### config.mk
export PLATFORM = sky130hd
export DESIGN_NAME = cchc_seq
export DESIGN_NICKNAME = d
export VERILOG_FILES = /design/src/sv/cchc_pkg.sv /design/src/sv/cchc_seq.sv
export SDC_FILE = /design/constraint.sdc
export NUM_CORES = 1
export LEC_CHECK = 0
export ABC_AREA = 1
export BUFFER_PORTS_ARGS = -buffer_cell sky130_fd_sc_hd__buf_2
export CORE_MARGIN = 5
export CORE_UTILIZATION = 60
export CTS_CLUSTER_DIAMETER = 50
export DETAILED_ROUTE_END_ITERATION = 10
export GPL_TIMING_DRIVEN = 0
export PLACE_DENSITY = 0.81
export SKIP_LAST_GASP = 1
export SLEW_MARGIN = 5
export SYNTH_ARGS = -nofsm -noshare
export SYNTH_HDL_FRONTEND = slang
export SYNTH_SLANG_ARGS = --single-unit
### constraint.sdc
create_clock -name clk -period 18 [get_ports clk]
set_input_delay 3.6 -clock clk [delete_from_list [all_inputs] [get_ports clk]]
set_output_delay 3.6 -clock clk [all_outputs]
set_load 0.02 [all_outputs]
### src/sv/cchc_pkg.sv
`timescale 1ns / 1ps

package cchc_pkg;

    // Configuration register indexes
    typedef enum logic [1:0] {
        REG_GRID_WIDTH  = 2'd0,
        REG_GRID_HEIGHT = 2'd1,
        REG_STEP_COST   = 2'd2,
        REG_DIAG_COST   = 2'd3
    } cfg_reg_t;

    localparam int COST_BITS = 16;
    localparam int DIM_BITS  = 9;

    // Sequencer states
    typedef enum logic [2:0] {
        S_IDLE  = 3'b001,
        S_SWEEP = 3'b010,
        S_CLAMP = 3'b100
    } seq_state_t;

endpackage

### src/sv/cchc_seq.sv
`timescale 1ns / 1ps

// Sweep and clamp sequencer: read-modify-write over the ceiling memory.
module cchc_seq
    import cchc_pkg::*;
#(
    parameter int AW = 16,
    parameter int HB = 24,
    parameter int WW = 9,
    parameter int HW = 9,
    parameter int NB = 18,
    parameter int SWEEP_PAIRS = 2
)
(
    input  logic                    clk,
    input  logic                    rst_n,
    input  logic                    start,
    input  logic [WW-1:0]           eff_w,
    input  logic [HW-1:0]           eff_h,
    input  logic [NB-1:0]           n_nodes,
    input  logic [COST_BITS-1:0]    step_cost,
    input  logic [COST_BITS-1:0]    diag_cost,
    output logic                    busy,
    output logic                    c_we,
    output logic [AW-1:0]           c_waddr,
    output logic signed [HB:0]      c_wdata,
    output logic [AW-1:0]           c_raddr,
    input  logic signed [HB:0]      c_rdata,
    output logic                    h_we,
    output logic [AW-1:0]           h_waddr,
    output logic [HB:0]             h_wdata,
    output logic [AW-1:0]           h_raddr,
    input  logic [HB:0]             h_rdata
);

    localparam int CW = HB + 1;
    localparam int PB = $clog2(SWEEP_PAIRS + 1);
    localparam logic signed [CW-1:0] INF = {1'b0, {HB{1'b1}}};

    seq_state_t state_reg, state_next;
    logic [2:0]      k_reg, k_next;
    logic [WW-1:0]   x_reg, x_next;
    logic [HW-1:0]   y_reg, y_next;
    logic            bwd_reg, bwd_next;
    logic [PB-1:0]   pair_reg, pair_next;
    logic [AW-1:0]   ca_reg, ca_next;
    logic            ph_reg, ph_next;
    logic            pc_reg, pc_next;    // pending read is the center
    logic            pv_reg, pv_next;    // pending read is a real neighbor
    logic            pd_reg, pd_next;    // pending neighbor is diagonal
    logic signed [CW-1:0] acc_reg, acc_next;

    logic [AW-1:0]   wa;
    logic            x_lo, x_hi, y_lo, y_hi;
    logic            nb_ok, nb_diag;
    logic [AW-1:0]   nb_addr;
    logic signed [CW:0]   sum;
    logic signed [CW-1:0] relaxed, acc_comb;
    logic [AW-1:0]   last_addr;

    assign wa        = AW'(eff_w);
    assign last_addr = n_nodes[AW-1:0] - AW'(1);
    assign x_lo      = (x_reg != '0);
    assign x_hi      = ({1'b0, x_reg} + (WW+1)'(1) < {1'b0, eff_w});
    assign y_lo      = (y_reg != '0);
    assign y_hi      = ({1'b0, y_reg} + (HW+1)'(1) < {1'b0, eff_h});

    // Neighbor chosen by k and sweep direction
    always_comb
    begin
        nb_ok   = 1'b0;
        nb_diag = 1'b0;
        nb_addr = ca_reg;
        case (k_reg)
            3'd1:
            begin
                nb_ok   = bwd_reg ? x_hi : x_lo;
                nb_addr = bwd_reg ? ca_reg + AW'(1) : ca_reg - AW'(1);
            end
            3'd2:
            begin
                nb_ok   = bwd_reg ? y_hi : y_lo;
                nb_addr = bwd_reg ? ca_reg + wa : ca_reg - wa;
            end
            3'd3:
            begin
                nb_diag = 1'b1;
                nb_ok   = bwd_reg ? (x_hi && y_hi) : (x_lo && y_lo);
                nb_addr = bwd_reg ? ca_reg + wa + AW'(1) : ca_reg - wa - AW'(1);
            end
            3'd4:
            begin
                nb_diag = 1'b1;
                nb_ok   = bwd_reg ? (x_lo && y_hi) : (x_hi && y_lo);
                nb_addr = bwd_reg ? ca_reg + wa - AW'(1) : ca_reg - wa + AW'(1);
            end
            default:
            begin
                nb_ok   = 1'b0;
            end
        endcase
    end

    // Saturating add of the returned neighbor ceiling, then the running min
    always_comb
    begin
        sum = {c_rdata[CW-1], c_rdata}
            + $signed({{(CW+1-COST_BITS){1'b0}}, pd_reg ? diag_cost : step_cost});
        if (c_rdata >= INF || sum > $signed({1'b0, INF}))
        begin
            relaxed = INF;
        end
        else
        begin
            relaxed = sum[CW-1:0];
        end
        acc_comb = acc_reg;
        if (pc_reg)
        begin
            acc_comb = c_rdata;
        end
        else if (pv_reg && relaxed < acc_reg)
        begin
            acc_comb = relaxed;
        end
    end

    always_comb
    begin
        state_next = state_reg;
        k_next     = k_reg;
        x_next     = x_reg;
        y_next     = y_reg;
        bwd_next   = bwd_reg;
        pair_next  = pair_reg;
        ca_next    = ca_reg;
        ph_next    = ph_reg;
        pc_next    = 1'b0;
        pv_next    = 1'b0;
        pd_next    = nb_diag;
        acc_next   = acc_comb;
        c_we       = 1'b0;
        c_waddr    = ca_reg;
        c_wdata    = acc_comb;
        c_raddr    = (k_reg == 3'd0) ? ca_reg : nb_addr;
        h_we       = 1'b0;
        h_waddr    = ca_reg;
        h_wdata    = {h_rdata[HB], c_rdata[HB-1:0]};
        h_raddr    = ca_reg;

        unique case (state_reg)
            S_IDLE:
            begin
                if (start)
                begin
                    state_next = S_SWEEP;
                    k_next     = '0;
                    x_next     = '0;
                    y_next     = '0;
                    bwd_next   = 1'b0;
                    pair_next  = '0;
                    ca_next    = '0;
                end
            end
            S_SWEEP:
            begin
                if (k_reg != 3'd5)
                begin
                    pc_next = (k_reg == 3'd0);
                    pv_next = nb_ok;
                    k_next  = k_reg + 3'd1;
                end
                else
                begin
                    c_we   = 1'b1;
                    k_next = '0;
                    if (!bwd_reg)
                    begin
                        ca_next = ca_reg + AW'(1);
                        if (!x_hi)
                        begin
                            x_next = '0;
                            if (!y_hi)
                            begin
                                bwd_next = 1'b1;
                                x_next   = eff_w - WW'(1);
                                y_next   = eff_h - HW'(1);
                                ca_next  = last_addr;
                            end
                            else
                            begin
                                y_next = y_reg + HW'(1);
                            end
                        end
                        else
                        begin
                            x_next = x_reg + WW'(1);
                        end
                    end
                    else
                    begin
                        ca_next = ca_reg - AW'(1);
                        if (!x_lo)
                        begin
                            x_next = eff_w - WW'(1);
                            if (!y_lo)
                            begin
                                pair_next = pair_reg + PB'(1);
                                bwd_next  = 1'b0;
                                x_next    = '0;
                                y_next    = '0;
                                ca_next   = '0;
                                ph_next   = 1'b0;
                                if (pair_reg + PB'(1) == PB'(SWEEP_PAIRS))
                                begin
                                    state_next = S_CLAMP;
                                end
                            end
                            else
                            begin
                                y_next = y_reg - HW'(1);
                            end
                        end
                        else
                        begin
                            x_next = x_reg - WW'(1);
                        end
                    end
                end
            end
            S_CLAMP:
            begin
                c_raddr = ca_reg;
                if (!ph_reg)
                begin
                    ph_next = 1'b1;
                end
                else
                begin
                    ph_next = 1'b0;
                    // non-seed with a finite ceiling below its height
                    h_we = !h_rdata[HB] && c_rdata < INF
                        && c_rdata < $signed({h_rdata[HB-1], h_rdata[HB-1:0]});
                    if (ca_reg == last_addr)
                    begin
                        state_next = S_IDLE;
                    end
                    else
                    begin
                        ca_next = ca_reg + AW'(1);
                    end
                end
            end
            default:
            begin
                state_next = S_IDLE;
            end
        endcase
    end

    always_ff @(posedge clk or negedge rst_n)
    begin
        if (!rst_n)
        begin
            state_reg <= S_IDLE;
            k_reg     <= '0;
            x_reg     <= '0;
            y_reg     <= '0;
            bwd_reg   <= 1'b0;
            pair_reg  <= '0;
            ca_reg    <= '0;
            ph_reg    <= 1'b0;
            pc_reg    <= 1'b0;
            pv_reg    <= 1'b0;
        end
        else
        begin
            state_reg <= state_next;
            k_reg     <= k_next;
            x_reg     <= x_next;
            y_reg     <= y_next;
            bwd_reg   <= bwd_next;
            pair_reg  <= pair_next;
            ca_reg    <= ca_next;
            ph_reg    <= ph_next;
            pc_reg    <= pc_next;
            pv_reg    <= pv_next;
        end
    end

    always_ff @(posedge clk)
    begin
        pd_reg  <= pd_next;
        acc_reg <= acc_next;
    end

    assign busy = (state_reg != S_IDLE);

endmodule

==> reports/results.txt <==
final hold violation count -> 0
family with the most delay on the worst path -> simple AND/OR/NAND/NOR gates
syn_nets -> 2550
EDFF count, synth -> 0
critical path endpoint category -> output port
Period Utilization, post-route -> 68.3%
Cell Rows -> 55
leading cell types in the layout, fill and taps excluded -> 598 x nand2_1, 306 x inv_1, 257 x buf_2, 209 x nor2_1, 178 x nand3_1
reg-to-reg critical path startpoint -> pd_reg$_DFF_P_
Via Count -> 17111
Setup Buffers After CTS -> 0
dominant synthesized flop cell -> dfrtp_1
layout cells sized above 1 -> 17.7%
vias in the first global route -> 16162
status -> complete, no violations
setup slack, reg-to-reg -> 11.89 ns
Setup TNS -> 0 ns
Net count, final -> 2796
max FFs per register -> 25
Root Driver -> clkbuf_16
Layout area overhead -> 13.9%
synthesized cell area -> 0.0137 sq mm
H-tree Lvls -> 3
Largest stage delay, worst path -> 0.43 ns
Worst Hold Class -> flip-flop to flip-flop
clock buffer count from CTS -> 9
Slew headroom -> 20.4%
antenna violations before repair -> 0
Slew Viols, Final -> 0
routed length per placed instance -> 18.7 um
Layout fillers -> 2014
gr usage total -> 39.4%
Hold Startpoint -> pair_reg[0]$_DFFE_PN0P_
#FFs+latches synth -> 72
required time worst endpoint -> 14.40 ns
ys async rst share -> 63.9%
DIE HEIGHT -> 161 um
Resized cells post-CTS -> 0
drt drc -> 0
post-route ant nets -> 0
pwr dens -> 102 mW/mm^2
Lkg Pwr -> 8.66 nW
IO Port Bufs -> 235
GRT overflow -> 0
hold path cells -> 1
core region area -> 0.0226 sq mm
die extent in x -> 161 um
number of clock sinks -> 72
RSZ-0062 raised after global routing -> no
most common cell after layout, fill and taps aside -> nand2_1
worst flop-to-flop path endpoint -> acc_reg[16]$_DFF_P_
Synth Instances -> 2313
crit-path most repeated cell -> nand2_1
pin count of the biggest net entering global routing -> 47
total routed wirelength -> 53.2 mm
Worst EP arrival -> 8.70 ns
R2R cell count -> 28
placed insts -> 2833
Setup CP Type -> input pin to output port
Longest Clk Path Bufs -> 2
Least-Margin Pin Slew -> 1.19 ns
CP max stage cell -> nor3_1
sequential fraction of the synthesis area -> 12.2%
Final min period -> 12.30 ns
initial DRC count -> 2028
wire length of the first global-routing pass -> 83.1 mm
clk slew on worst S/H paths -> 0.07 ns
crit start category -> input pin
# hold bufs at CTS -> 0
Ys Warns -> 0
Die Area -> 0.0260 sq mm
max-cap violation count -> 0
post-synth cell types -> 66
Ports -> 238
Vias/cell -> 6.01
final setup vio count -> 0
first drt pass iteration count -> 6
TritonCTS clock tree -> built
GPL Wtd Cong -> 1.03
Peak Freq -> 81.3 MHz
worst IR drop on VDD -> 0.0991 mV
non-filler cells, final -> 2849
n_diodes -> 0
Critical Path Fanout Max -> 10
Worst Hold Path EP -> pair_reg[0]$_DFFE_PN0P_
Mean Syn Cell Area -> 5.94 sq um
insertion delay to the later sink of the worst-skew pair -> 0.36 ns
DP HPWL -> 43.3 mm
crit path buf inv count -> 6
clk_skew -> 0.0124 ns
Starting Density -> 60.8%
-- cell usage after synthesis (21+ instances only) --
cell type | n | area (sq um)
buf_4 | 63 | 473
xnor2_1 | 21 | 184
o21ai_0 | 117 | 586
nor3_1 | 50 | 250
nand2_1 | 598 | 2240
a21oi_1 | 103 | 515
clkbuf_1 | 38 | 143
nor2_1 | 209 | 785
dfxtp_1 | 26 | 521
nand4_1 | 75 | 469
inv_1 | 306 | 1150
buf_2 | 22 | 110
nand3_1 | 178 | 891
ha_1 | 113 | 1410
dfrtp_1 | 45 | 1130
xor2_1 | 95 | 832
-- kinds of logic after synthesis --
logic type	after synthesis	share of synthesized area, %
buf+inv	467	15.1
fa+ha+maj	116	10.7
compound gates	330	13.9
xor+xnor	126	8.75
mux	15	1.23
simple gates	1187	38.2
flops	72	12.2
-- routing by layer --
| layer | track usage (%) | share of wire [%] | vias up |
|---|---|---|---|
| met2 | 64.1 | 44 | 1137 |
| met3 | 6.69 | 11 | 236 |
| met1 | 50.1 | 38 | 7720 |
| li1 | - | - | 8018 |
| met5 | 0 | 0 | - |
| met4 | 20.9 | 6.0 | 0 |
-- stage by stage --
step	setup WS, ns	hold slack [ns]	utilization [%]	power [mW]	area (sq um)
after floorplan	7.20	0.451	-	0.993	13700
after detailed placement	5.95	0.474	67.6	1.32	15300
after global placement	6.09	0.466	67.6	1.29	15300
after CTS	5.93	0.484	69.3	1.57	15600
final	5.70	0.482	69.3	1.60	15600
after global routing	5.56	0.497	69.3	1.72	15600
-- how the worst max path moves through the flow --
stage / start / depth (start not counted) / to / slack [ns]
4_1_cts: c_rdata[0] / 28 / c_wdata[16] / 5.93
2_1_floorplan: diag_cost[0] / 29 / c_wdata[10] / 7.20
5_1_grt: c_rdata[0] / 28 / c_wdata[21] / 5.56
6_report: c_rdata[0] / 28 / c_wdata[16] / 5.70
3_5_place_dp: c_rdata[0] / 28 / c_wdata[16] / 5.95
3_3_place_gp: step_cost[0] / 29 / c_wdata[9] / 6.09
-- cell type report --
| cell class | count | area (sq um) | area share (%) |
|---|---|---|---|
| Buffer | 134 | 815 | 5.21 |
| Clock buffer | 9 | 225 | 1.44 |
| Clock inverter | 7 | 149 | 0.952 |
| Inverter | 333 | 1250 | 8.01 |
| Multi-Input combinational cell | 1774 | 9990 | 63.9 |
| Sequential cell | 72 | 1670 | 10.7 |
| Tap cell | 285 | 357 | 2.28 |
| Timing Repair Buffer | 235 | 1180 | 7.52 |
-- power by group --
part / switching, mW / internal (mW) / leakage (nW)
sequential: 0.0257 / 0.203 / 0.848
combinational: 0.766 / 0.366 / 7.63
clock: 0.0857 / 0.152 / 0.183
total: 0.877 / 0.721 / 8.66
(Power assumes the default switching activity.)
